`src/hdl/escape_time_fractal_pixel_defines.svh`:
```
// assertion helpers for the escape time fractal pixel block
`ifndef ESCAPE_TIME_FRACTAL_PIXEL_DEFINES_SVH
`define ESCAPE_TIME_FRACTAL_PIXEL_DEFINES_SVH

// same cycle implication, clocked on clk_i, off while rst_ni is low
`define EFP_ASSERT_NOW(lbl, ante, cons, msg) \
  lbl: assert property (@(posedge clk_i) disable iff (!rst_ni) (ante) |-> (cons)) \
    else $error(msg);

// next cycle implication, clocked on clk_i, off while rst_ni is low
`define EFP_ASSERT_NEXT(lbl, ante, cons, msg) \
  lbl: assert property (@(posedge clk_i) disable iff (!rst_ni) (ante) |=> (cons)) \
    else $error(msg);

`endif

```
`src/hdl/efp_pkg.sv`:
```
`timescale 1ns / 1ps
package efp_pkg;

  localparam int unsigned COORD_BITS    = 12;
  localparam int unsigned FRAC_BITS     = 26;
  localparam int unsigned VAL_W         = 32;
  localparam int unsigned CNT_W         = 16;
  localparam int unsigned CFG_IDX_W     = 3;
  localparam int unsigned CFG_DATA_W    = 32;
  localparam int unsigned PROD_W        = 2 * VAL_W;
  localparam int unsigned MAP_W         = COORD_BITS + 1 + VAL_W;
  localparam int unsigned ESC_RADIUS_SQ = 16;
  localparam int unsigned QUEUE_DEPTH   = 2;

  // escape test only makes sense while the limit still fits the square sum
  localparam bit ESC_ON = (2 * FRAC_BITS + 4) < PROD_W;
  localparam logic [PROD_W-1:0] ESC_LIMIT =
    ESC_ON ? (PROD_W'(ESC_RADIUS_SQ) << (2 * FRAC_BITS)) : '1;

  typedef logic signed [VAL_W-1:0] fix_t;

  typedef struct packed {
    logic [COORD_BITS-1:0] pixel_x;
    logic [COORD_BITS-1:0] pixel_y;
  } pixel_t;

  typedef struct packed {
    logic [COORD_BITS-1:0] out_x;
    logic [COORD_BITS-1:0] out_y;
    logic [CNT_W-1:0]      iteration_count;
  } result_t;

  typedef struct packed {
    fix_t             x_step;
    fix_t             y_step;
    fix_t             x_origin;
    fix_t             y_origin;
    logic [CNT_W-1:0] max_iterations;
    logic             set_mode;
    fix_t             julia_real;
    fix_t             julia_imag;
  } cfg_t;

  localparam cfg_t CFG_RESET = '{
    x_step:         32'sd262144,
    y_step:         32'sd262144,
    x_origin:       -32'sd134217728,
    y_origin:       -32'sd134217728,
    max_iterations: 16'd256,
    set_mode:       1'b1,
    julia_real:     '0,
    julia_imag:     '0
  };

  typedef struct packed {
    pixel_t pixel;
    logic   out_of_range;
    fix_t   re;
    fix_t   im;
    fix_t   cr;
    fix_t   ci;
  } job_t;

  typedef struct packed {
    logic full;
    logic empty;
  } q_status_t;

  typedef enum logic [CFG_IDX_W-1:0] {
    REG_X_STEP,
    REG_Y_STEP,
    REG_X_ORIGIN,
    REG_Y_ORIGIN,
    REG_MAX_ITER,
    REG_SET_MODE,
    REG_JULIA_RE,
    REG_JULIA_IM
  } cfg_reg_e;

  typedef enum logic [2:0] {
    ST_IDLE,
    ST_MUL,
    ST_SUM,
    ST_UPD,
    ST_FIN
  } back_state_e;

  // true when a wide signed value still fits the fixed point word
  function automatic logic fits_val(input logic [PROD_W-1:0] v);
    return (v[PROD_W-1:VAL_W-1] == '0) || (v[PROD_W-1:VAL_W-1] == '1);
  endfunction

endpackage

```
`src/hdl/efp_front.sv`:
```
`timescale 1ns / 1ps
module efp_front (
  input  logic               clk_i,
  input  logic               rst_ni,
  input  logic               push,
  output logic               full,
  input  efp_pkg::pixel_t    pixel_i,
  input  efp_pkg::cfg_t      cfg_i,
  input  efp_pkg::q_status_t q_status_i,
  output logic               job_push_o,
  output efp_pkg::job_t      job_o
);

  logic m_v_q, m_v_d;
  logic take, leave;

  efp_pkg::pixel_t                    pix_q;
  logic signed [efp_pkg::MAP_W-1:0]   px_prod_q, py_prod_q;
  logic signed [efp_pkg::MAP_W:0]     re_sum, im_sum;
  logic                               re_fits, im_fits;

  assign leave      = m_v_q && !q_status_i.full;
  assign full       = m_v_q && q_status_i.full;
  assign take       = push && !full;
  assign job_push_o = leave;

  always_comb begin
    m_v_d = m_v_q;
    if (take) begin
      m_v_d = 1'b1;
    end else if (leave) begin
      m_v_d = 1'b0;
    end
  end

  always_ff @(posedge clk_i or negedge rst_ni) begin
    if (!rst_ni) begin
      m_v_q <= 1'b0;
    end else begin
      m_v_q <= m_v_d;
    end
  end

  // pixel to plane: column and row times step
  always_ff @(posedge clk_i) begin
    if (take) begin
      pix_q     <= pixel_i;
      px_prod_q <= $signed({1'b0, pixel_i.pixel_x}) * $signed(cfg_i.x_step);
      py_prod_q <= $signed({1'b0, pixel_i.pixel_y}) * $signed(cfg_i.y_step);
    end
  end

  // add origin, classify out of range points, pick the constant
  always_comb begin
    re_sum  = (efp_pkg::MAP_W + 1)'(px_prod_q) +
              (efp_pkg::MAP_W + 1)'($signed(cfg_i.x_origin));
    im_sum  = (efp_pkg::MAP_W + 1)'(py_prod_q) +
              (efp_pkg::MAP_W + 1)'($signed(cfg_i.y_origin));
    re_fits = efp_pkg::fits_val(efp_pkg::PROD_W'(re_sum));
    im_fits = efp_pkg::fits_val(efp_pkg::PROD_W'(im_sum));

    job_o.pixel        = pix_q;
    job_o.out_of_range = !(re_fits && im_fits);
    job_o.re           = re_sum[efp_pkg::VAL_W-1:0];
    job_o.im           = im_sum[efp_pkg::VAL_W-1:0];
    job_o.cr           = cfg_i.set_mode ? re_sum[efp_pkg::VAL_W-1:0] : cfg_i.julia_real;
    job_o.ci           = cfg_i.set_mode ? im_sum[efp_pkg::VAL_W-1:0] : cfg_i.julia_imag;
  end

endmodule

```
`config.mk`:
```
export PLATFORM = sky130hd
export DESIGN_NAME = efp_front
export DESIGN_NICKNAME = d
export VERILOG_FILES = /design/src/hdl/escape_time_fractal_pixel_defines.svh /design/src/hdl/efp_pkg.sv /design/src/hdl/efp_front.sv
export SDC_FILE = /design/constraint.sdc
export NUM_CORES = 2
export LEC_CHECK = 0
export ABC_CLOCK_PERIOD_IN_PS = 8100
export BUFFER_PORTS_ARGS = -buffer_cell sky130_fd_sc_hd__buf_2
export CAP_MARGIN = 5
export CORE_MARGIN = 5
export CORE_UTILIZATION = 50
export CTS_CLUSTER_SIZE = 30
export DETAILED_ROUTE_END_ITERATION = 10
export GPL_TIMING_DRIVEN = 0
export PLACE_DENSITY = 0.74
export SLEW_MARGIN = 0
export SYNTH_ARGS = -nofsm -noshare
export SYNTH_HDL_FRONTEND = slang
export SYNTH_SLANG_ARGS = --single-unit
export TNS_END_PERCENT = 5
```
`constraint.sdc`:
```
create_clock -name clk_i -period 8.1 [get_ports clk_i]
set_input_delay 0.405 -clock clk_i [delete_from_list [all_inputs] [get_ports clk_i]]
set_output_delay 0.405 -clock clk_i [all_outputs]
set_load 0.03 [all_outputs]
```
==> results.json <==
{
  "outcome": "complete, no violations",
  "final.min_clock_period_ps": 7400,
  "grt_max_degree": 35,
  "io_pins": 393,
  "postCtsSetupBuffers": 0,
  "clk_latency_ps": 480,
  "first_global_vias": 30600,
  "clk_pin_slew_worst_paths_ps": 60,
  "rsz0062_at_grt": "no",
  "start_util": 0.503,
  "utilization": 0.556,
  "relSlewSlack": 0.208,
  "crit_slowest_cell": "fa_1",
  "final.setup_skew_ps": 13.5,
  "die_y_um": 278,
  "slew_violations": 0,
  "cts.sinks": 115,
  "synth_enable_flop_cells": 114,
  "grt-ovfl-total": 0,
  "track_usage": 0.280,
  "startpoint_type": "input pin",
  "synth_area_leaders": "fa_1 (38%), ha_1 (10%), edfxtp_1 (9.5%)",
  "syn-instance-count": 4047,
  "worst_ep_required_time_ps": 8330,
  "htreeDepth": 4,
  "clock.fmax_mhz": 135,
  "final_cell_mix": "inv_1 (898), fa_1 (678), nand2_1 (509)",
  "hold_violations": 0,
  "pre_cts_ws_ps": 378,
  "hp-class": "input pin to register",
  "rows": 98,
  "critPathKind": "input pin to register",
  "coreArea_um2": 71400,
  "die_area_um2": 77200,
  "post-synth-top-area-cell": "fa_1",
  "reg2reg_from": "m_v_q$_DFFE_PN0P_",
  "syn_area_per_cell_um2": 8.87,
  "finalCritPeriodShare": 0.913,
  "hpwl_mm": 90.6,
  "dr.pass1.iters": 5,
  "layout_setup_ws_ps": 701,
  "ant_nets": 0,
  "numPortBuffers": 374,
  "max-cap-violations": 0,
  "syn_area_um2": 35900,
  "synth.distinct_cells": 83,
  "drtIter0Drc": 2328,
  "worstHoldStart": "push",
  "root_buffer": "clkbuf_16",
  "viasPerCell": 5.40,
  "worst_path_most_repeated_cell": "fa_1",
  "critical_path.startpoint": "pixel_i[7]",
  "critPathMaxFanout": 10,
  "multiInputGateArea_um2": 28400,
  "areaGrowthSynthToFinish_pct": 10.6,
  "fin_nets": 5648,
  "final-setup-viol-count": 0,
  "cp-end-kind": "register",
  "synth_top_area_frac": 0.378,
  "grt_pass1_wl_mm": 169,
  "cts_tree": "done",
  "drive_gt1_frac": 0.114,
  "hold_slack_ps": 128,
  "yosysSeqAreaShare": 0.0961,
  "slowest_delay_ps": 570,
  "antenna_found_initial": 18,
  "cts_made_buffers": 17,
  "drc": 0,
  "vias": 29200,
  "gp_congestion": 0.983,
  "die_x_um": 278,
  "synthFlopType": "edfxtp_1",
  "ys_ff_latch": 115,
  "cts_buffer_depth": 2,
  "wirelength_mm": 106,
  "mostFrequentLayoutCell": "inv_1",
  "synth_nets": 5251,
  "seq_area_um2": 3450,
  "fillers": 6493,
  "cts_resized": 0,
  "wire_per_inst_um": 19.5,
  "ys.warnings.count": 0,
  "synth-async-reset-ratio": 0.00870,
  "worst_pin_slew_ps": 1190,
  "cp.arrival_ps": 7630,
  "cp_cell_sequence": "buf_2, clkbuf_1, nand2_1, fa_1, inv_1, fa_1, fa_1, fa_1, inv_1, fa_1, inv_1, ha_1, and2_1, a41oi_1, o21ai_0, a21oi_1, nor2b_1, a2bb2oi_1, a221o_1, a41oi_1, o21ai_1, and3_1, a41o_1, xor2_1"
}
state kept, by name (all words and copies together), names as in the netlist:
signal     cells
py_prod_q     45
m_v_q          1
job_o         24
px_prod_q     45
cell type report:
| cell class | count | share of cell area |
|---|---|---|
| multi-input cells | 2860 | 0.716 |
| diodes | 5 | 0.000315 |
| plain buffers | 174 | 0.0173 |
| clock inverters | 15 | 0.00539 |
| inverters | 898 | 0.0850 |
| repair buffers | 378 | 0.0489 |
| well taps | 950 | 0.0300 |
| flip-flops and latches | 115 | 0.0869 |
| clock buffers | 17 | 0.0107 |
timing repair:
action / in CTS / in global routing
hold buffers: 1 / 0
setup endpoints to repair: 0 / 0
endpoints found under the hold margin: 1 / 0
per-stage QoR:
| stage | setup TNS, ps | cells | area, um^2 |
|---|---|---|---|
| 6_report | 0 | 5412 | 39700 |
| 5_1_grt | 0 | 5408 | 39700 |
| 4_1_cts | 0 | 5407 | 39700 |
| 3_5_place_dp | 0 | 5374 | 39000 |
| 3_3_place_gp | -120360 | 5371 | 38900 |
| 2_1_floorplan | 0 | 4047 | 35900 |
Yosys cell counts, types with 4 or more instances:
library cell	number
o31ai_1	8
a211o_1	6
a221o_1	5
a311oi_1	4
o22ai_1	4
nand2b_1	28
xnor2_1	120
inv_1	898
clkbuf_1	166
buf_4	4
nor2b_1	27
a31oi_1	10
and3_1	19
nor4_1	11
nand4_1	21
o21a_1	31
o21ai_0	84
or2_2	6
a21boi_0	5
and2_1	361
o21ai_1	10
a21o_1	69
fa_1	678
or3_1	9
a41oi_1	7
edfxtp_1	114
a21oi_1	163
o21bai_1	18
nor2_1	89
nand2_1	509
ha_1	288
and4_1	4
nor3_1	27
o211ai_1	14
nor3b_1	7
mux2_2	65
a211oi_1	15
nand3_1	34
xor2_1	44
critical path, delay by kind of cell:
kind                     cells  cell delay, ps
adder cells (fa/ha/maj)      6            2930
AO/OA/AOI/OAI                8            2160
buffers and inverters        5             990
AND/OR/NAND/NOR              4             800
XOR/XNOR                     1             360
layer usage:
metal | track usage | routed length (um) | vias to the layer above | share of wire
met2 | 0.435 | 46300 | 1363 | 0.44
met3 | 0.0733 | 11000 | 291 | 0.10
met1 | 0.368 | 42200 | 14300 | 0.40
met4 | 0.134 | 6170 | 14 | 0.058
li1 | - | - | 13300 | -
met5 | 0 | 84 | - | 0.00079
cell families (layout without fill, tap and decap cells):
group	after synthesis	after routing	synth area share
AO/OA/AOI/OAI	499	499	0.0905
XOR/XNOR	165	165	0.0405
adder cells (fa/ha/maj)	966	966	0.479
buffers and inverters	1072	1482	0.113
flip-flops	115	115	0.0961
multiplexers	68	68	0.0212
other	0	5	0
AND/OR/NAND/NOR	1162	1162	0.160
final timing paths:
path                                           endpoint  slack, ps  cells past startpoint
worst max-delay path            py_prod_q[41]$_DFFE_PP_        700                     24
worst min-delay path                  m_v_q$_DFFE_PN0P_        130                      2
worst max register to register  py_prod_q[33]$_DFFE_PP_       5870                      4
worst min register to register        m_v_q$_DFFE_PN0P_        710                      2
max in group asynchronous             m_v_q$_DFFE_PN0P_       7780                      2
min in group asynchronous             m_v_q$_DFFE_PN0P_        240                      2
Power is left out: the tool's default activity adds up to more than one toggle a clock period on the data nets, which glitch-free logic cannot reach.
