===== src/hdl/escape_time_fractal_pixel_defines.svh =====
// assertion helpers for the escape time fractal pixel block
`ifndef ESCAPE_TIME_FRACTAL_PIXEL_DEFINES_SVH
`define ESCAPE_TIME_FRACTAL_PIXEL_DEFINES_SVH

// same cycle implication, clocked on clk_i, off while rst_ni is low
`define EFP_ASSERT_NOW(lbl, ante, cons, msg) \
  lbl: assert property (@(posedge clk_i) disable iff (!rst_ni) (ante) |-> (cons)) \
    else $error(msg);

// next cycle implication, clocked on clk_i, off while rst_ni is low
`define EFP_ASSERT_NEXT(lbl, ante, cons, msg) \
  lbl: assert property (@(posedge clk_i) disable iff (!rst_ni) (ante) |=> (cons)) \
    else $error(msg);

`endif


===== src/hdl/efp_pkg.sv =====
`timescale 1ns / 1ps
package efp_pkg;

  localparam int unsigned COORD_BITS    = 12;
  localparam int unsigned FRAC_BITS     = 26;
  localparam int unsigned VAL_W         = 32;
  localparam int unsigned CNT_W         = 16;
  localparam int unsigned CFG_IDX_W     = 3;
  localparam int unsigned CFG_DATA_W    = 32;
  localparam int unsigned PROD_W        = 2 * VAL_W;
  localparam int unsigned MAP_W         = COORD_BITS + 1 + VAL_W;
  localparam int unsigned ESC_RADIUS_SQ = 16;
  localparam int unsigned QUEUE_DEPTH   = 2;

  // escape test only makes sense while the limit still fits the square sum
  localparam bit ESC_ON = (2 * FRAC_BITS + 4) < PROD_W;
  localparam logic [PROD_W-1:0] ESC_LIMIT =
    ESC_ON ? (PROD_W'(ESC_RADIUS_SQ) << (2 * FRAC_BITS)) : '1;

  typedef logic signed [VAL_W-1:0] fix_t;

  typedef struct packed {
    logic [COORD_BITS-1:0] pixel_x;
    logic [COORD_BITS-1:0] pixel_y;
  } pixel_t;

  typedef struct packed {
    logic [COORD_BITS-1:0] out_x;
    logic [COORD_BITS-1:0] out_y;
    logic [CNT_W-1:0]      iteration_count;
  } result_t;

  typedef struct packed {
    fix_t             x_step;
    fix_t             y_step;
    fix_t             x_origin;
    fix_t             y_origin;
    logic [CNT_W-1:0] max_iterations;
    logic             set_mode;
    fix_t             julia_real;
    fix_t             julia_imag;
  } cfg_t;

  localparam cfg_t CFG_RESET = '{
    x_step:         32'sd262144,
    y_step:         32'sd262144,
    x_origin:       -32'sd134217728,
    y_origin:       -32'sd134217728,
    max_iterations: 16'd256,
    set_mode:       1'b1,
    julia_real:     '0,
    julia_imag:     '0
  };

  typedef struct packed {
    pixel_t pixel;
    logic   out_of_range;
    fix_t   re;
    fix_t   im;
    fix_t   cr;
    fix_t   ci;
  } job_t;

  typedef struct packed {
    logic full;
    logic empty;
  } q_status_t;

  typedef enum logic [CFG_IDX_W-1:0] {
    REG_X_STEP,
    REG_Y_STEP,
    REG_X_ORIGIN,
    REG_Y_ORIGIN,
    REG_MAX_ITER,
    REG_SET_MODE,
    REG_JULIA_RE,
    REG_JULIA_IM
  } cfg_reg_e;

  typedef enum logic [2:0] {
    ST_IDLE,
    ST_MUL,
    ST_SUM,
    ST_UPD,
    ST_FIN
  } back_state_e;

  // true when a wide signed value still fits the fixed point word
  function automatic logic fits_val(input logic [PROD_W-1:0] v);
    return (v[PROD_W-1:VAL_W-1] == '0) || (v[PROD_W-1:VAL_W-1] == '1);
  endfunction

endpackage


===== src/hdl/efp_cfg.sv =====
`timescale 1ns / 1ps
module efp_cfg (
  input  logic                             clk_i,
  input  logic                             rst_ni,
  input  logic                             cfg_we_i,
  input  logic [efp_pkg::CFG_IDX_W-1:0]    cfg_idx_i,
  input  logic [efp_pkg::CFG_DATA_W-1:0]   cfg_data_i,
  output efp_pkg::cfg_t                    cfg_o
);

  efp_pkg::cfg_t cfg_q, cfg_d;

  always_comb begin
    cfg_d = cfg_q;
    if (cfg_we_i) begin
      unique case (efp_pkg::cfg_reg_e'(cfg_idx_i))
        efp_pkg::REG_X_STEP:   cfg_d.x_step = cfg_data_i[efp_pkg::VAL_W-1:0];
        efp_pkg::REG_Y_STEP:   cfg_d.y_step = cfg_data_i[efp_pkg::VAL_W-1:0];
        efp_pkg::REG_X_ORIGIN: cfg_d.x_origin = cfg_data_i[efp_pkg::VAL_W-1:0];
        efp_pkg::REG_Y_ORIGIN: cfg_d.y_origin = cfg_data_i[efp_pkg::VAL_W-1:0];
        efp_pkg::REG_MAX_ITER: cfg_d.max_iterations = cfg_data_i[efp_pkg::CNT_W-1:0];
        efp_pkg::REG_SET_MODE: cfg_d.set_mode = cfg_data_i[0];
        efp_pkg::REG_JULIA_RE: cfg_d.julia_real = cfg_data_i[efp_pkg::VAL_W-1:0];
        efp_pkg::REG_JULIA_IM: cfg_d.julia_imag = cfg_data_i[efp_pkg::VAL_W-1:0];
        default:               cfg_d = cfg_q;
      endcase
    end
  end

  always_ff @(posedge clk_i or negedge rst_ni) begin
    if (!rst_ni) begin
      cfg_q <= efp_pkg::CFG_RESET;
    end else begin
      cfg_q <= cfg_d;
    end
  end

  assign cfg_o = cfg_q;

endmodule


===== config.mk =====
export PLATFORM = sky130hd
export DESIGN_NAME = efp_cfg
export DESIGN_NICKNAME = d
export VERILOG_FILES = /design/src/hdl/escape_time_fractal_pixel_defines.svh /design/src/hdl/efp_pkg.sv /design/src/hdl/efp_cfg.sv
export SDC_FILE = /design/constraint.sdc
export NUM_CORES = 1
export LEC_CHECK = 0
export BUFFER_PORTS_ARGS = -buffer_cell sky130_fd_sc_hd__clkbuf_2
export CORE_UTILIZATION = 46
export DETAILED_ROUTE_END_ITERATION = 16
export GPL_TIMING_DRIVEN = 0
export PLACE_DENSITY = 0.86
export SLEW_MARGIN = 20
export SYNTH_ARGS = -nofsm -noshare
export SYNTH_HDL_FRONTEND = slang
export SYNTH_SLANG_ARGS = --single-unit

===== constraint.sdc =====
create_clock -name clk_i -period 0.9 [get_ports clk_i]
set_clock_uncertainty 0.2 [all_clocks]
set_input_delay 0 -clock clk_i [delete_from_list [all_inputs] [get_ports clk_i]]
set_output_delay 0 -clock clk_i [all_outputs]
set_load 0.03 [all_outputs]

==> summary by stage <==
Outcome
The flow ran to the end, but the final reports show violations. The checks that failed: hold timing, setup timing.

Worst setup path
For this run, the slowest stage of the critical path takes 0.57 ns. The number of buffers and inverters on the critical path is 1. The cell at the slowest stage of the critical path is sky130_fd_sc_hd__dfstp_2. The family with the most delay on the worst path is flip-flops. The data required time of the critical path is 0.70 ns. The count of cell instances traversed by the critical path is 1.

Along the worst path, the maximum fanout reaches 2. The worst setup path is of the flop to primary output kind. Traced cell by cell, the critical path runs through buf_8. For the worst setup path, the data arrival time is 1.21 ns. Measured in cells, the most critical reg-to-reg path has a length of 2. The worst setup path is captured at a primary output. The element type at the critical path start is a flop.

Logic synthesis
The adder and majority cell fraction of the synthesized area is 0%. The proportion of netlist area held by the largest area contributor is 61.69%. The number of warnings printed during yosys synthesis is 0. The number of synthesized register bits is 209. The cell area that synthesis handed to floorplanning was 7910 sq um. Summing the areas of all compound-gate instances in the mapped netlist gives 0% of the synthesized area. The netlist uses 13 different library cells. Of the total synthesized cell area, the portion taken by XOR and XNOR cells is 0%.

The largest area contributor in the synthesized netlist is sky130_fd_sc_hd__dfrtp_1. Of the synthesized area, sequential elements account for 66.34%. The area share of and/or/nand/nor cells after synthesis is 1.186%.

Synthesis produced 452 cells. The dominant combinational cell family by area after synthesis is multiplexers. Sorting the synthesized cells by area gives the leading types as sky130_fd_sc_hd__dfrtp_1 62%, sky130_fd_sc_hd__mux2_2 29%, sky130_fd_sc_hd__dfstp_2 4.7%. The synthesized netlist net count is 490. The multiplexer area fraction after synthesis is 29.94%. The mean area per synthesized cell is 17.50 sq um.

STA
The final count of pins violating max slew is 0. The final sum of negative setup slack is -115.26 ns. Setup repair after global routing could not meet its margin everywhere. The minimum setup slack in the final design is -0.5076 ns. Final hold analysis gives a worst-case slack of -0.7798 ns. For the pin with the worst max-slew slack, the measured transition is 0.4699 ns. The worst relative slew slack is 68.68%.

The final-report hold violation count was 230. The ratio of final minimum period to clock period is 156.4%. For this run, the top clock speed supported by timing is 710.4 MHz. The total of endpoints with negative setup slack in the final report is 418. The shortest clock period the worst path allows after layout is 1.408 ns.

Layout
In the final layout, the share of cells above drive strength 1 is 74.53%. The register with the most flip-flops in the layout has 209 of them. The sequential cells in the finished layout cover a total of 5259 sq um. The number of nets in the finished design is 917. The area growth from synthesis to layout is 86.52%. The count of cells in the finished layout, fillers not included, comes to 1115.

The count of fill cells added during filler insertion is 601. The multi-input combinational cells in the finished layout cover a total of 3168 sq um. The antenna diode instance count is 0. Measured on the finished design, the core utilization comes to 88.34%.

Clock network
The number of clock buffers added by TritonCTS is 22. The insertion delay of the later-clocked pin in the worst-skew pair is 0.48 ns. The TritonCTS clock tree is done.

Hold repair after CTS inserted 32 buffers. The CTS sink count is 209. The clock tree root buffer cell is sky130_fd_sc_hd__clkbuf_16. No sink is reached through more buffers than the 3 on the longest clock path. CTS built an H-tree with a depth of 1. The post-CTS clock slew at the launch and capture registers of the worst setup and hold paths is 0.07 ns.

Detailed routing
The final routed wirelength across all metal layers is 31.46 mm. Dividing the detail-routed via count by the number of cells gives 5.414. The number of routed nets with antenna violations is 0. The wire length per cell is 28.22 um.

The number of iterations in the first detailed-routing pass is 4. The detailed router finished its first iteration with 297 violations. The total via count in the routed design is 6037. The total DRC errors in the routed layout is 0.

Die
In this run the vertical extent of the chip is 133.1 um. The die covers 17720 sq um. The floorplan has 47 rows. The die is 133.1 um wide. The floorplan core area is 16700 sq um.

247 I/O pins were placed. The effective utilization at floorplan is 47.36%.

Placed design
During placement, the flow inserted port buffers numbering 242. Detailed placement ended at an HPWL of 13.76 mm. The final RePlAce weighted congestion is 0.8002. The cell count after placement is 916.

GRT
The number of global-route vias before repair is 6385. Entering global routing, the biggest net connects 90 pins. For this run the aggregate overflow at the end of global routing stands at 0.

The first global-routing pass estimated 41.55 mm of wire. The number of antenna violations at the first check in global routing came to 0. Across every metal layer, demand over resource in global routing totals 31.32%.

Job
The max-cap violation count is 0.

Power and ir drop
In this run the static leakage power is 0.007234 uW. In this run the power density over the cells is 2791 nW/um^2. The worst supply voltage drop on vdd is 2.182 mV.

Min path
The tightest min-delay check is of the input port to async pin type.
[worst paths after layout]
path / start / slack, ns / end
setup / recovery: cfg_o[73] / -0.51 / cfg_o[73]
max in group asynchronous: rst_ni / 0.49 / cfg_o[187]
hold / removal: rst_ni / -0.78 / cfg_o[83]
hold reg to reg: cfg_o[31] / 0.35 / cfg_o[31]
setup reg to reg: cfg_o[118] / -0.29 / cfg_o[118]
min in group clk_i: cfg_we_i / -0.29 / cfg_o[64]
[timing repair]
item	4_1_cts	5_1_grt
resized for setup	526	325
setup buffers	73	97
pin swaps	1	1
setup endpoints to repair	418	418
endpoints found under the hold margin	418	220
[layout by cell type (no fill, tap or decap)]
| cell | n |
|---|---|
| sky130_fd_sc_hd__clkbuf_1 | 6 |
| sky130_fd_sc_hd__nand4_1 | 1 |
| sky130_fd_sc_hd__nor4b_4 | 1 |
| sky130_fd_sc_hd__and4bb_2 | 3 |
| sky130_fd_sc_hd__mux2_4 | 192 |
| sky130_fd_sc_hd__clkbuf_8 | 11 |
| sky130_fd_sc_hd__mux2_2 | 17 |
| sky130_fd_sc_hd__buf_16 | 2 |
| sky130_fd_sc_hd__buf_6 | 110 |
| sky130_fd_sc_hd__buf_4 | 32 |
| sky130_fd_sc_hd__dfrtp_1 | 186 |
| sky130_fd_sc_hd__clkinv_2 | 3 |
| sky130_fd_sc_hd__dfrtp_2 | 9 |
| sky130_fd_sc_hd__clkbuf_2 | 32 |
| sky130_fd_sc_hd__clkbuf_16 | 23 |
| sky130_fd_sc_hd__buf_8 | 218 |
| sky130_fd_sc_hd__dlygate4sd3_1 | 32 |
| sky130_fd_sc_hd__nand4b_1 | 3 |
| sky130_fd_sc_hd__dfstp_2 | 14 |
[synthesized netlist by cell type]
master                     number
sky130_fd_sc_hd__dfrtp_1      195
sky130_fd_sc_hd__mux2_2       203
sky130_fd_sc_hd__dfstp_2       14
sky130_fd_sc_hd__buf_6         10
sky130_fd_sc_hd__nand4b_1       3
sky130_fd_sc_hd__nand4_1        1
sky130_fd_sc_hd__nor4b_4        1
sky130_fd_sc_hd__mux2_1         2
sky130_fd_sc_hd__mux2_4         4
sky130_fd_sc_hd__buf_4          3
sky130_fd_sc_hd__and4bb_2       3
sky130_fd_sc_hd__clkbuf_2       2
sky130_fd_sc_hd__buf_2         11
[cell type report]
type,count,share of cell area [%]
plain buffers,26,2.247
clock buffers,37,4.800
clock inverters,3,0.1018
multi-input cells,217,21.47
flip-flops and latches,209,35.64
well taps,220,1.866
repair buffers,403,33.87
[through the flow]
stage	power [uW]	instance area, sq um	hold WS, ns	worst slack, ns
6_report	41180	14750	-0.7798	-0.5076
5_1_grt	42190	14750	-0.7678	-0.5212
4_1_cts	37090	13750	-0.7931	-0.5154
3_5_place_dp	22830	9925	-0.2629	-0.6522
3_3_place_gp	22430	9861	0.1016	-4.288
2_1_floorplan	19500	8374	-0.4956	-0.4627
[metal layers]
metal  track usage [%]  vias to the layer above  wire, um
met5                 0                        -         0
met4             9.912                        0       898
met3             7.420                       69      2131
met2             53.78                      318     16270
met1             39.23                     3203     12170
li1                  -                     2447         -
[kinds of logic (layout without fill, tap and decap cells)]
family	after synthesis	after routing
muxes	209	209
buffers and inverters	26	469
DFF	209	209
and+or+nand+nor	8	8
[power by group]
part	internal (uW)	switching [uW]	total [uW]
combinational	10100	7550	17700
clock	5350	3930	9280
sequential	11600	2620	14200
total	27100	14100	41200
No activity file was read; power rests on OpenSTA's default activity.
