$ cat config.mk
export PLATFORM = sky130hd
export DESIGN_NAME = efp_queue
export DESIGN_NICKNAME = d
export VERILOG_FILES = /design/src/hdl/efp_pkg.sv /design/src/hdl/efp_queue.sv
export VERILOG_INCLUDE_DIRS = /design/src /design/src/hdl
export SDC_FILE = /design/constraint.sdc
export NUM_CORES = 1
export LEC_CHECK = 0
export BUFFER_PORTS_ARGS = -buffer_cell sky130_fd_sc_hd__buf_2
export CORE_ASPECT_RATIO = 1.1
export CORE_MARGIN = 1.5
export CORE_UTILIZATION = 41
export DETAILED_ROUTE_END_ITERATION = 12
export HOLD_SLACK_MARGIN = 0.15
export PLACE_DENSITY_LB_ADDON = 0.05
export SYNTH_ARGS = -nofsm -noshare
export SYNTH_HDL_FRONTEND = slang
export SYNTH_SLANG_ARGS = --single-unit
$ cat constraint.sdc
create_clock -name clk_i -period 12.3 [get_ports clk_i]
set_input_delay 2.46 -clock clk_i [delete_from_list [all_inputs] [get_ports clk_i]]
set_output_delay 2.46 -clock clk_i [all_outputs]
set_load 0.01 [all_outputs]
$ cat src/hdl/escape_time_fractal_pixel_defines.svh
// assertion helpers for the escape time fractal pixel block
`ifndef ESCAPE_TIME_FRACTAL_PIXEL_DEFINES_SVH
`define ESCAPE_TIME_FRACTAL_PIXEL_DEFINES_SVH

// same cycle implication, clocked on clk_i, off while rst_ni is low
`define EFP_ASSERT_NOW(lbl, ante, cons, msg) \
  lbl: assert property (@(posedge clk_i) disable iff (!rst_ni) (ante) |-> (cons)) \
    else $error(msg);

// next cycle implication, clocked on clk_i, off while rst_ni is low
`define EFP_ASSERT_NEXT(lbl, ante, cons, msg) \
  lbl: assert property (@(posedge clk_i) disable iff (!rst_ni) (ante) |=> (cons)) \
    else $error(msg);

`endif

$ cat src/hdl/efp_pkg.sv
`timescale 1ns / 1ps
package efp_pkg;

  localparam int unsigned COORD_BITS    = 12;
  localparam int unsigned FRAC_BITS     = 26;
  localparam int unsigned VAL_W         = 32;
  localparam int unsigned CNT_W         = 16;
  localparam int unsigned CFG_IDX_W     = 3;
  localparam int unsigned CFG_DATA_W    = 32;
  localparam int unsigned PROD_W        = 2 * VAL_W;
  localparam int unsigned MAP_W         = COORD_BITS + 1 + VAL_W;
  localparam int unsigned ESC_RADIUS_SQ = 16;
  localparam int unsigned QUEUE_DEPTH   = 2;

  // escape test only makes sense while the limit still fits the square sum
  localparam bit ESC_ON = (2 * FRAC_BITS + 4) < PROD_W;
  localparam logic [PROD_W-1:0] ESC_LIMIT =
    ESC_ON ? (PROD_W'(ESC_RADIUS_SQ) << (2 * FRAC_BITS)) : '1;

  typedef logic signed [VAL_W-1:0] fix_t;

  typedef struct packed {
    logic [COORD_BITS-1:0] pixel_x;
    logic [COORD_BITS-1:0] pixel_y;
  } pixel_t;

  typedef struct packed {
    logic [COORD_BITS-1:0] out_x;
    logic [COORD_BITS-1:0] out_y;
    logic [CNT_W-1:0]      iteration_count;
  } result_t;

  typedef struct packed {
    fix_t             x_step;
    fix_t             y_step;
    fix_t             x_origin;
    fix_t             y_origin;
    logic [CNT_W-1:0] max_iterations;
    logic             set_mode;
    fix_t             julia_real;
    fix_t             julia_imag;
  } cfg_t;

  localparam cfg_t CFG_RESET = '{
    x_step:         32'sd262144,
    y_step:         32'sd262144,
    x_origin:       -32'sd134217728,
    y_origin:       -32'sd134217728,
    max_iterations: 16'd256,
    set_mode:       1'b1,
    julia_real:     '0,
    julia_imag:     '0
  };

  typedef struct packed {
    pixel_t pixel;
    logic   out_of_range;
    fix_t   re;
    fix_t   im;
    fix_t   cr;
    fix_t   ci;
  } job_t;

  typedef struct packed {
    logic full;
    logic empty;
  } q_status_t;

  typedef enum logic [CFG_IDX_W-1:0] {
    REG_X_STEP,
    REG_Y_STEP,
    REG_X_ORIGIN,
    REG_Y_ORIGIN,
    REG_MAX_ITER,
    REG_SET_MODE,
    REG_JULIA_RE,
    REG_JULIA_IM
  } cfg_reg_e;

  typedef enum logic [2:0] {
    ST_IDLE,
    ST_MUL,
    ST_SUM,
    ST_UPD,
    ST_FIN
  } back_state_e;

  // true when a wide signed value still fits the fixed point word
  function automatic logic fits_val(input logic [PROD_W-1:0] v);
    return (v[PROD_W-1:VAL_W-1] == '0) || (v[PROD_W-1:VAL_W-1] == '1);
  endfunction

endpackage

$ cat src/hdl/efp_queue.sv
`timescale 1ns / 1ps
`include "escape_time_fractal_pixel_defines.svh"
module efp_queue #(
  parameter int unsigned DEPTH = efp_pkg::QUEUE_DEPTH
) (
  input  logic               clk_i,
  input  logic               rst_ni,
  input  logic               push_i,
  input  efp_pkg::job_t      job_i,
  input  logic               pop_i,
  output efp_pkg::job_t      job_o,
  output efp_pkg::q_status_t status_o
);

  localparam int unsigned PTR_W = (DEPTH > 1) ? $clog2(DEPTH) : 1;
  localparam int unsigned CNT_W = $clog2(DEPTH + 1);

  efp_pkg::job_t    mem_q [DEPTH];
  logic [PTR_W-1:0] wr_ptr_q, wr_ptr_d, rd_ptr_q, rd_ptr_d;
  logic [CNT_W-1:0] cnt_q, cnt_d;
  logic             do_push, do_pop;

  function automatic logic [PTR_W-1:0] next_ptr(input logic [PTR_W-1:0] p);
    return (p == PTR_W'(DEPTH - 1)) ? '0 : p + 1'b1;
  endfunction

  assign status_o.full  = (cnt_q == CNT_W'(DEPTH));
  assign status_o.empty = (cnt_q == '0);
  assign do_push        = push_i && !status_o.full;
  assign do_pop         = pop_i && !status_o.empty;
  assign job_o          = mem_q[rd_ptr_q];

  always_comb begin
    wr_ptr_d = do_push ? next_ptr(wr_ptr_q) : wr_ptr_q;
    rd_ptr_d = do_pop ? next_ptr(rd_ptr_q) : rd_ptr_q;
    cnt_d    = cnt_q;
    if (do_push && !do_pop) begin
      cnt_d = cnt_q + 1'b1;
    end else if (do_pop && !do_push) begin
      cnt_d = cnt_q - 1'b1;
    end
  end

  always_ff @(posedge clk_i or negedge rst_ni) begin
    if (!rst_ni) begin
      wr_ptr_q <= '0;
      rd_ptr_q <= '0;
      cnt_q    <= '0;
    end else begin
      wr_ptr_q <= wr_ptr_d;
      rd_ptr_q <= rd_ptr_d;
      cnt_q    <= cnt_d;
    end
  end

  always_ff @(posedge clk_i) begin
    if (do_push) begin
      mem_q[wr_ptr_q] <= job_i;
    end
  end

  `EFP_ASSERT_NEXT(a_q_push_grows, do_push && !do_pop, cnt_q == $past(cnt_q) + 1'b1, "queue count did not grow on push")
  `EFP_ASSERT_NOW(a_q_empty_ptrs, cnt_q == '0, rd_ptr_q == wr_ptr_q, "empty queue with pointers apart")

endmodule

==> impl_metrics.toml, run 1 <==
[status]
status = "finished, final reports clean"

[synth]
yosys.cell_types.count = 15
synthCells = 495
ys.warnings.count = 0
synth-seq-area-share_pct = 81.0
syn_area_um2 = 11500
syn_area_per_cell_um2 = 23.2
ys_seq_elements = 310
synth.net_count = 653

[power]
power_density_nw_per_um2 = 241
ir_worst_vdd_mv = 0.134
p_leak_uw = 0.00556

[timing]
setup_viol = 0
worst_pin_slew_ns = 1.12
slew_headroom_pct = 25.2
fin_crit_sh_pct = 42.2
hold_viol = 0
fin_crit_ns = 5.19
rsz0062_at_grt = "no"
setup_tns_ns = 0
fin_skew_ns = 0.00834
slew_viol_final = 0
fmax_ghz = 0.193

[floorplanning]
die_w_um = 162
coreArea_um2 = 27600
dieHeight_um = 178
initial_core_util_pct = 41.5
dieArea_um2 = 29000
rows = 64
pin_count = 312

[finish]
final_cells = 1219
multi_input_area_um2 = 2050
nFillCells = 2271
mostFrequentLayoutCells = "311 x buf_2, 306 x edfxtp_1, 93 x mux2_2"
layout_commonest_cell = "buf_2"
area_growth_pct = 26.1
fin_nets = 988
drive_gt1_share_pct = 60.5
final_cell_area_um2 = 14500
seqCellArea_um2 = 9290

[worst_setup_path]
arrival_ns = 2.73
critPathLaunch = "rd_ptr_q"
crit_path_end_kind = "output port"
reg2reg_depth = 3
worstSetupEndpoint = "job_o[25]"
worstPathMaxFanout = 64
crit_chain = "buf_4 > mux2_2 > buf_2"
cp_slowest_cell = "buf_4"
r2r-end = "mem_q[1][128]"
worstPathRequired_ns = 9.84
crit_type = "reg2out"
start_kind = "flip-flop"
crit_path_max_incr_delay_ns = 0.89
r2r-start = "cnt_q[0]"
rrSetupSlack_ns = 9.34

[clock_network]
cts.root.buffer_cell = "clkbuf_16"
ctsResizeCount = 0
max-clock-path-buffers = 3
cts_tree = "done"
h-tree-depth = 2
post_cts.repair.setup_buffers = 0
cts_hold_buf = 0
clock-sinks = 310
clk_pin_slew_ns = 0.05
clk_latency_ns = 0.49
numCtsBuffers = 34

[detailed_routing]
vias = 5667
drt-initial-drc-count = 245
wl_per_cell_um = 18.1
dr.pass1.iters = 4
ant_nets = 0
routed_wl_um = 22000
drcViolationCount = 0
via_per_inst = 4.65

[global_route]
grt_max_degree = 83
gr-usage-met3_pct = 5.88
gr-max-usage-layer = "met2"
grt-ovfl-total = 0
grt_use_total_pct = 14.8
grt_pass1_wl_um = 32400
met2_usage_pct = 24.5
grt_pass1_vias = 5947
antenna_found_initial = 6
groute.layer.met1.usage_pct = 17.4

[hold_path]
min_path_type = "reg2reg"

[placement]
gp_congestion = 0.708
placed_area_um2 = 13400
hpwl_um = 14300
dpl.cell_count = 1157
io_buffers = 311

[job]
maxCapViolCount = 0
layer usage:
| metal | up-vias | wire [um] |
|---|---|---|
| met5 | - | 51 |
| met4 | 8 | 502 |
| met3 | 44 | 2080 |
| met2 | 227 | 10800 |
| met1 | 2738 | 8640 |
| li1 | 2650 | - |
report_power, final:
group	internal [uW]	leakage [uW]	switching (uW)
sequential	1450	0.00289	70.8
combinational	483	0.00216	539
clock	574	0.000513	374
cell type report:
| class | instances | area share [%] |
|---|---|---|
| well taps | 363 | 3.14 |
| diodes | 2 | 0.0346 |
| clock buffers | 48 | 6.76 |
| inverters | 2 | 0.0519 |
| flip-flops and latches | 310 | 64.2 |
| clock inverters | 12 | 0.580 |
| multi-input cells | 166 | 14.2 |
| repair buffers | 316 | 11.0 |
state kept, by name (all words and copies together), names as in the netlist:
| name | count |
|---|---|
| rd_ptr_q | 1 |
| cnt_q | 2 |
| wr_ptr_q | 1 |
| mem_q | 306 |
cell usage after synthesis:
master,number,area (um^2)
and3_1,1,6.26
buf_2,9,45.0
buf_6,8,90.1
dfrtp_1,4,100
edfxtp_1,306,9190
ha_1,1,12.5
inv_1,2,7.51
mux2_2,93,1050
mux2_4,60,901
nand2_1,1,3.75
nand2b_1,1,6.26
nor2_1,3,11.3
o21ai_0,1,5.00
xnor2_1,3,26.3
xor2_1,2,17.5
worst min path at each step:
stage / from / end / depth (start not counted)
2_1_floorplan: wr_ptr_q / wr_ptr_q / 1
3_3_place_gp: cnt_q[1] / cnt_q[1] / 1
3_5_place_dp: cnt_q[1] / cnt_q[1] / 1
4_1_cts: cnt_q[1] / cnt_q[1] / 1
5_1_grt: cnt_q[1] / cnt_q[1] / 1
6_report: cnt_q[1] / cnt_q[1] / 1
critical path, delay by kind of cell, from the launching register on:
kind / cells / cell delay, ns
buffers and inverters: 2 / 1.04
flip-flops: 1 / 0.69
multiplexers: 1 / 0.45
per-stage QoR:
step / util, % / hold WS (ns) / worst slack [ns] / total power (uW)
4_1_cts: 52.3 / 0.519 / 7.03 / 3550
6_report: 52.4 / 0.519 / 7.11 / 3490
3_5_place_dp: 48.5 / 0.504 / 7.33 / 2590
3_3_place_gp: 48.5 / 0.502 / 7.38 / 2570
2_1_floorplan: - / 0.461 / 2.73 / 2260
5_1_grt: 52.3 / 0.552 / 6.94 / 3670
cell families (layout without fill, tap and decap cells):
| kind of cell | count (synthesis) | count (layout) | share of synthesized area [%] |
|---|---|---|---|
| buf+inv | 19 | 378 | 1.24 |
| flops | 310 | 310 | 81.0 |
| fa+ha+maj | 1 | 1 | 0.109 |
| other cells | 0 | 2 | 0 |
| compound gates | 1 | 1 | 0.0436 |
| simple gates | 6 | 6 | 0.240 |
| mux | 153 | 153 | 17.0 |
| xor+xnor | 5 | 5 | 0.382 |
Power figures use the tool's default switching activity.
==> inputs of run 2 (changes only) <==
- clock period: 12.3 -> 4.9 ns (I/O delays scaled with it)
==> run 2 against run 1 <==
  * Cell count rose by 0.33%
  * Routed wire length rose by 2.4%
  * Worst hold slack got worse by 0.30 ns
  * Sequential cell count did not move
  * Via count rose by 0.99%
  * Total power rose to 2.5 times the previous value
  * Cell area rose by 0.47%
  * Register-to-register slack got worse by 6.8 ns
  * Clock skew rose by 0.0049 ns
==> impl_metrics.toml, run 2 (synthesized netlist as in run 1, its figures left out) <==
[finish]
top_regs = "mem_q: 306 flops, cnt_q: 2 flops"
drive_gt1_share_pct = 60.8
mostFrequentLayoutCells = "311 x buf_2, 306 x edfxtp_1, 93 x mux2_2"
fin_nets = 986
area_growth_pct = 26.7
top_register = "mem_q"
layout_commonest_cell = "buf_2"
largest_register_ffs = 306

[detailed_routing]
ant_nets = 0
drt-initial-drc-count = 273
drcViolationCount = 0
dr.pass1.iters = 4
routed_wl_um = 22600
vias = 5723
wl_per_cell_um = 18.5
via_per_inst = 4.68

[worst_setup_path]
crit_path_max_incr_delay_ns = 1.00
crit_chain = "buf_12 > mux2_2 > buf_2"
worstPathMaxFanout = 61
worstPathRequired_ns = 3.92
crit_type = "reg2out"
cp_slowest_cell = "dfrtp_4"
arrival_ns = 2.55
start_kind = "flip-flop"
crit_path_end_kind = "output port"

[timing]
worst_pin_slew_ns = 0.936
setup_viol = 0
hold_viol = 0
fin_ws_ns = 1.37
rsz0062_at_grt = "no"
fmax_ghz = 0.284
setup_tns_ns = 0
slew_headroom_pct = 37.6
fin_crit_ns = 3.53
fin_crit_sh_pct = 72.0
fin_skew_ns = 0.0132
slew_viol_final = 0

[floorplanning]
pin_count = 312
dieArea_um2 = 29000
dieHeight_um = 178
rows = 64
coreArea_um2 = 27600
die_w_um = 162
initial_core_util_pct = 41.5

[global_route]
met2_usage_pct = 25.6
grt_max_degree = 65
grt_pass1_wl_um = 32800
antenna_found_initial = 8
grt_pass1_vias = 6060
grt-ovfl-total = 0
grt_use_total_pct = 15.0
groute.layer.met1.usage_pct = 16.9
gr-max-usage-layer = "met2"
gr-usage-met3_pct = 6.00

[power]
p_sw_uw = 2480
clock_power_share_pct = 27.2
cellInternalPower_uw = 6340
ir_worst_vdd_mv = 0.490
pwr-share-comb_pct = 28.9
swShare_pct = 28.1
power_density_nw_per_um2 = 607
p_leak_uw = 0.00559
share_seq_of_total_power_pct = 43.9

[placement]
gp_congestion = 0.717
hpwl_um = 15100
io_buffers = 311
pre_cts_slack_ns = 1.89

[clock_network]
cts_hold_buf = 0
numCtsBuffers = 31
clock-sinks = 310
ctsResizeCount = 0
cts_tree = "done"
clk_pin_slew_ns = 0.06
cts.root.buffer_cell = "clkbuf_16"
max-clock-path-buffers = 3
post_cts.repair.setup_buffers = 0
clk_latency_ns = 0.55
h-tree-depth = 1

[status]
status = "finished, final reports clean"

[job]
maxCapViolCount = 0

[hold_path]
min_path_type = "in2async"
[run 2: worst max-delay path: cells and delay by family (launching register included)]
kind | cells | cell delay, ns
flip-flops | 1 | 1.00
multiplexers | 1 | 0.39
buffers and inverters | 2 | 0.51
[run 2: final cells by class]
cell class              count  area [um^2]
diodes                      8         20.0
well taps                 363          454
repair buffers            317         1660
clock buffers              37          798
fillers                  2255        13100
multi-input cells         166         2050
clock inverters            20          245
flip-flops and latches    310         9290
inverters                   2         7.51
[run 2: final timing paths]
| check | start | end | slack (ns) | cells past startpoint |
|---|---|---|---|---|
| max in group asynchronous | rst_ni | rd_ptr_q | 4.55 | 1 |
| min reg2reg | cnt_q[1] | cnt_q[1] | 0.53 | 1 |
| min | rst_ni | cnt_q[1] | 0.22 | 1 |
| max reg2reg | cnt_q[0] | mem_q[1][42] | 2.50 | 3 |
| max | rd_ptr_q | job_o[131] | 1.37 | 3 |
| min in group clk_i | cnt_q[1] | cnt_q[1] | 0.53 | 1 |
[run 2: metal layers]
layer  up-vias  wire length, um  part of all wire, %
met3        50             2410                   11
met5         -               11                0.049
met2       228            11200                   49
met1      2786             8310                   37
met4         2              692                  3.1
li1       2657                -                    -
[run 2: power groups by stage]
stage / Clock, uW / Sequential (uW) / Combinational, uW
finish: 2400 / 3870 / 2550
global placement: 0 / 3920 / 2580
detailed placement: 0 / 3940 / 2600
CTS: 2470 / 3890 / 2610
floorplan: 0 / 3810 / 1780
global route: 2560 / 3940 / 2750
[run 2: stage by stage]
stage | area, um^2 | power (uW) | hold WS [ns] | util, % | std cells
after floorplan | 11500 | 5590 | 0.480 | - | 495
final | 14500 | 8820 | 0.220 | 52.6 | 1223
after detailed placement | 13500 | 6540 | 0.518 | 48.8 | 1158
after global routing | 14500 | 9250 | 0.202 | 52.5 | 1217
after CTS | 14500 | 8970 | 0.189 | 52.5 | 1215
after global placement | 13500 | 6490 | 0.500 | 48.8 | 1158
==> inputs of run 3 (changes only) <==
- clock period: 4.9 -> 2.8 ns (I/O delays scaled with it)
==> run 3 against run 2 <==
  * Critical path depth unchanged
  * Critical path type unchanged
  * Sequential share of layout area down 0.42 points
  * Cell count about the same
==> impl_metrics.toml, run 3 (synthesized netlist as in run 1, its figures left out) <==
[hold_path]
min_path_type = "in2reg"
hold_start = "job_i[126]"
hold_depth = 1

[clock_network]
h-tree-depth = 2
max-clock-path-buffers = 3
clk_pin_slew_ns = 0.06
cts.root.buffer_cell = "clkbuf_16"
clk_latency_ns = 0.49
cts_tree = "done"
post_cts.repair.setup_buffers = 0
numCtsBuffers = 34
clock-sinks = 310

[detailed_routing]
vias = 5709
routed_wl_um = 22400
drcViolationCount = 0
dr.pass1.iters = 4
wl_per_cell_um = 18.4
ant_nets = 0
drt-initial-drc-count = 250
via_per_inst = 4.67

[power]
swShare_pct = 27.9
ir_worst_vdd_mv = 0.704
share_seq_of_total_power_pct = 42.3
cellInternalPower_uw = 11300
p_leak_uw = 0.00563
p_sw_uw = 4350
clock_power_share_pct = 27.6
pwr-share-comb_pct = 30.1
power_density_nw_per_um2 = 1070

[worst_setup_path]
r2r-start = "cnt_q[0]"
start_kind = "flip-flop"
crit_path_end_kind = "output port"
worstPathRequired_ns = 2.24
crit_buf_inv = 2
arrival_ns = 1.91
rrSetupSlack_ns = 0.96
path_depth = 3
critPathLaunch = "rd_ptr_q"
worstPathMaxFanout = 63
cp_slowest_cell = "dfrtp_4"
crit_path_max_incr_delay_ns = 0.46
critical_path.top_delay_family = "buffers and inverters"
crit_chain = "buf_12 > mux2_2 > buf_2"
reg2reg_depth = 3
crit_type = "reg2out"

[global_route]
grt_max_degree = 108
grt_pass1_vias = 6017
grt-ovfl-total = 0
grt_use_total_pct = 14.9
grt_pass1_wl_um = 32700
antenna_found_initial = 6

[timing]
fin_crit_ns = 2.47
fin_skew_ns = 0.00761
hold_viol = 0
whs_ns = 0.250
fmax_ghz = 0.405
worst_pin_slew_ns = 0.742
rsz0062_at_grt = "no"
slew_headroom_pct = 50.6
slew_viol_final = 0
fin_crit_sh_pct = 88.2
setup_viol = 0
fin_ws_ns = 0.329

[status]
status = "finished, final reports clean"

[placement]
io_buffers = 311
hpwl_um = 14800
dpl.cell_count = 1160
gp_congestion = 0.711
pre_cts_slack_ns = 0.832

[floorplanning]
initial_core_util_pct = 41.5
dieArea_um2 = 29000
die_w_um = 162
dieHeight_um = 178
pin_count = 312
rows = 64
coreArea_um2 = 27600

[finish]
seqCellArea_um2 = 9290
mostFrequentLayoutCells = "311 x buf_2, 306 x edfxtp_1, 93 x mux2_2"
top_register = "mem_q"
area_growth_pct = 27.5
top_regs = "mem_q: 306 flops, cnt_q: 2 flops"
nFillCells = 2304
largest_register_ffs = 306
final_cells = 1222
drive_gt1_share_pct = 60.4
fin_nets = 992
layout_commonest_cell = "buf_2"
multi_input_area_um2 = 2060

[job]
maxCapViolCount = 0
[run 3: cell types whose count changed in the layout (fill, tap and decap cells not counted), moves of 2 or more]
cell / previous run / this run
clkinv_2: 7 / 1
clkbuf_16: 31 / 37
diode_2: 8 / 1
buf_12: 5 / 7
clkbuf_1: 6 / 13
bufinv_16: 6 / 3
[run 3: path summary, 6_finish.rpt]
| check | to |
|---|---|
| worst min register to register | wr_ptr_q |
| worst max register to register | mem_q[1][104] |
| worst max-delay path | job_o[26] |
| worst min-delay path | mem_q[1][126] |
| min in group asynchronous | rd_ptr_q |
| max in group asynchronous | rd_ptr_q |
[run 3: worst reg2reg max path: stages, from the launching register on]
cell      delay (ns)
dfrtp_1         0.43
nand2b_4        0.18
and3_4          0.54
buf_12          0.34
[run 3: final cells by class]
class	count	share of cell area [%]
clock buffer	50	6.66
timing repair buffer	320	11.7
clock inverter	10	0.804
antenna	1	0.0171
sequential	310	63.5
inverter	2	0.0513
multi-input combinational	166	14.1
tap	363	3.10
[run 3: power groups by stage]
| stage | clock network [uW] | logic [uW] | registers [uW] |
|---|---|---|---|
| 2_1_floorplan | 0 | 3120 | 6680 |
| 3_3_place_gp | 0 | 4770 | 6660 |
| 3_5_place_dp | 0 | 4800 | 6700 |
| 4_1_cts | 4450 | 4820 | 6610 |
| 5_1_grt | 4610 | 5080 | 6700 |
| 6_report | 4310 | 4700 | 6600 |
[run 3: per-layer routing]
metal | wire length (um) | global-route usage, % | part of all wire (%) | vias up
met5 | 52 | 0 | 0.23 | -
met4 | 349 | 4.24 | 1.6 | 10
met3 | 2150 | 6.00 | 9.6 | 36
met2 | 11100 | 25.0 | 49 | 215
met1 | 8800 | 17.8 | 39 | 2785
li1 | - | - | - | 2663
[run 3: metrics by stage]
step	cell area [um^2]	util, %	setup TNS [ns]	power [uW]
2_1_floorplan	11500	-	-94.27	9800
3_3_place_gp	13500	48.9	0	11400
3_5_place_dp	13500	48.9	0	11500
4_1_cts	14600	52.9	0	15900
5_1_grt	14600	52.9	0	16400
6_report	14600	52.9	0	15600
[run 3: timing repair]
item | in CTS | in global routing
hold buffers | 1 | 0
hold endpoints to repair | 4 | 0
resized for setup | 0 | 0
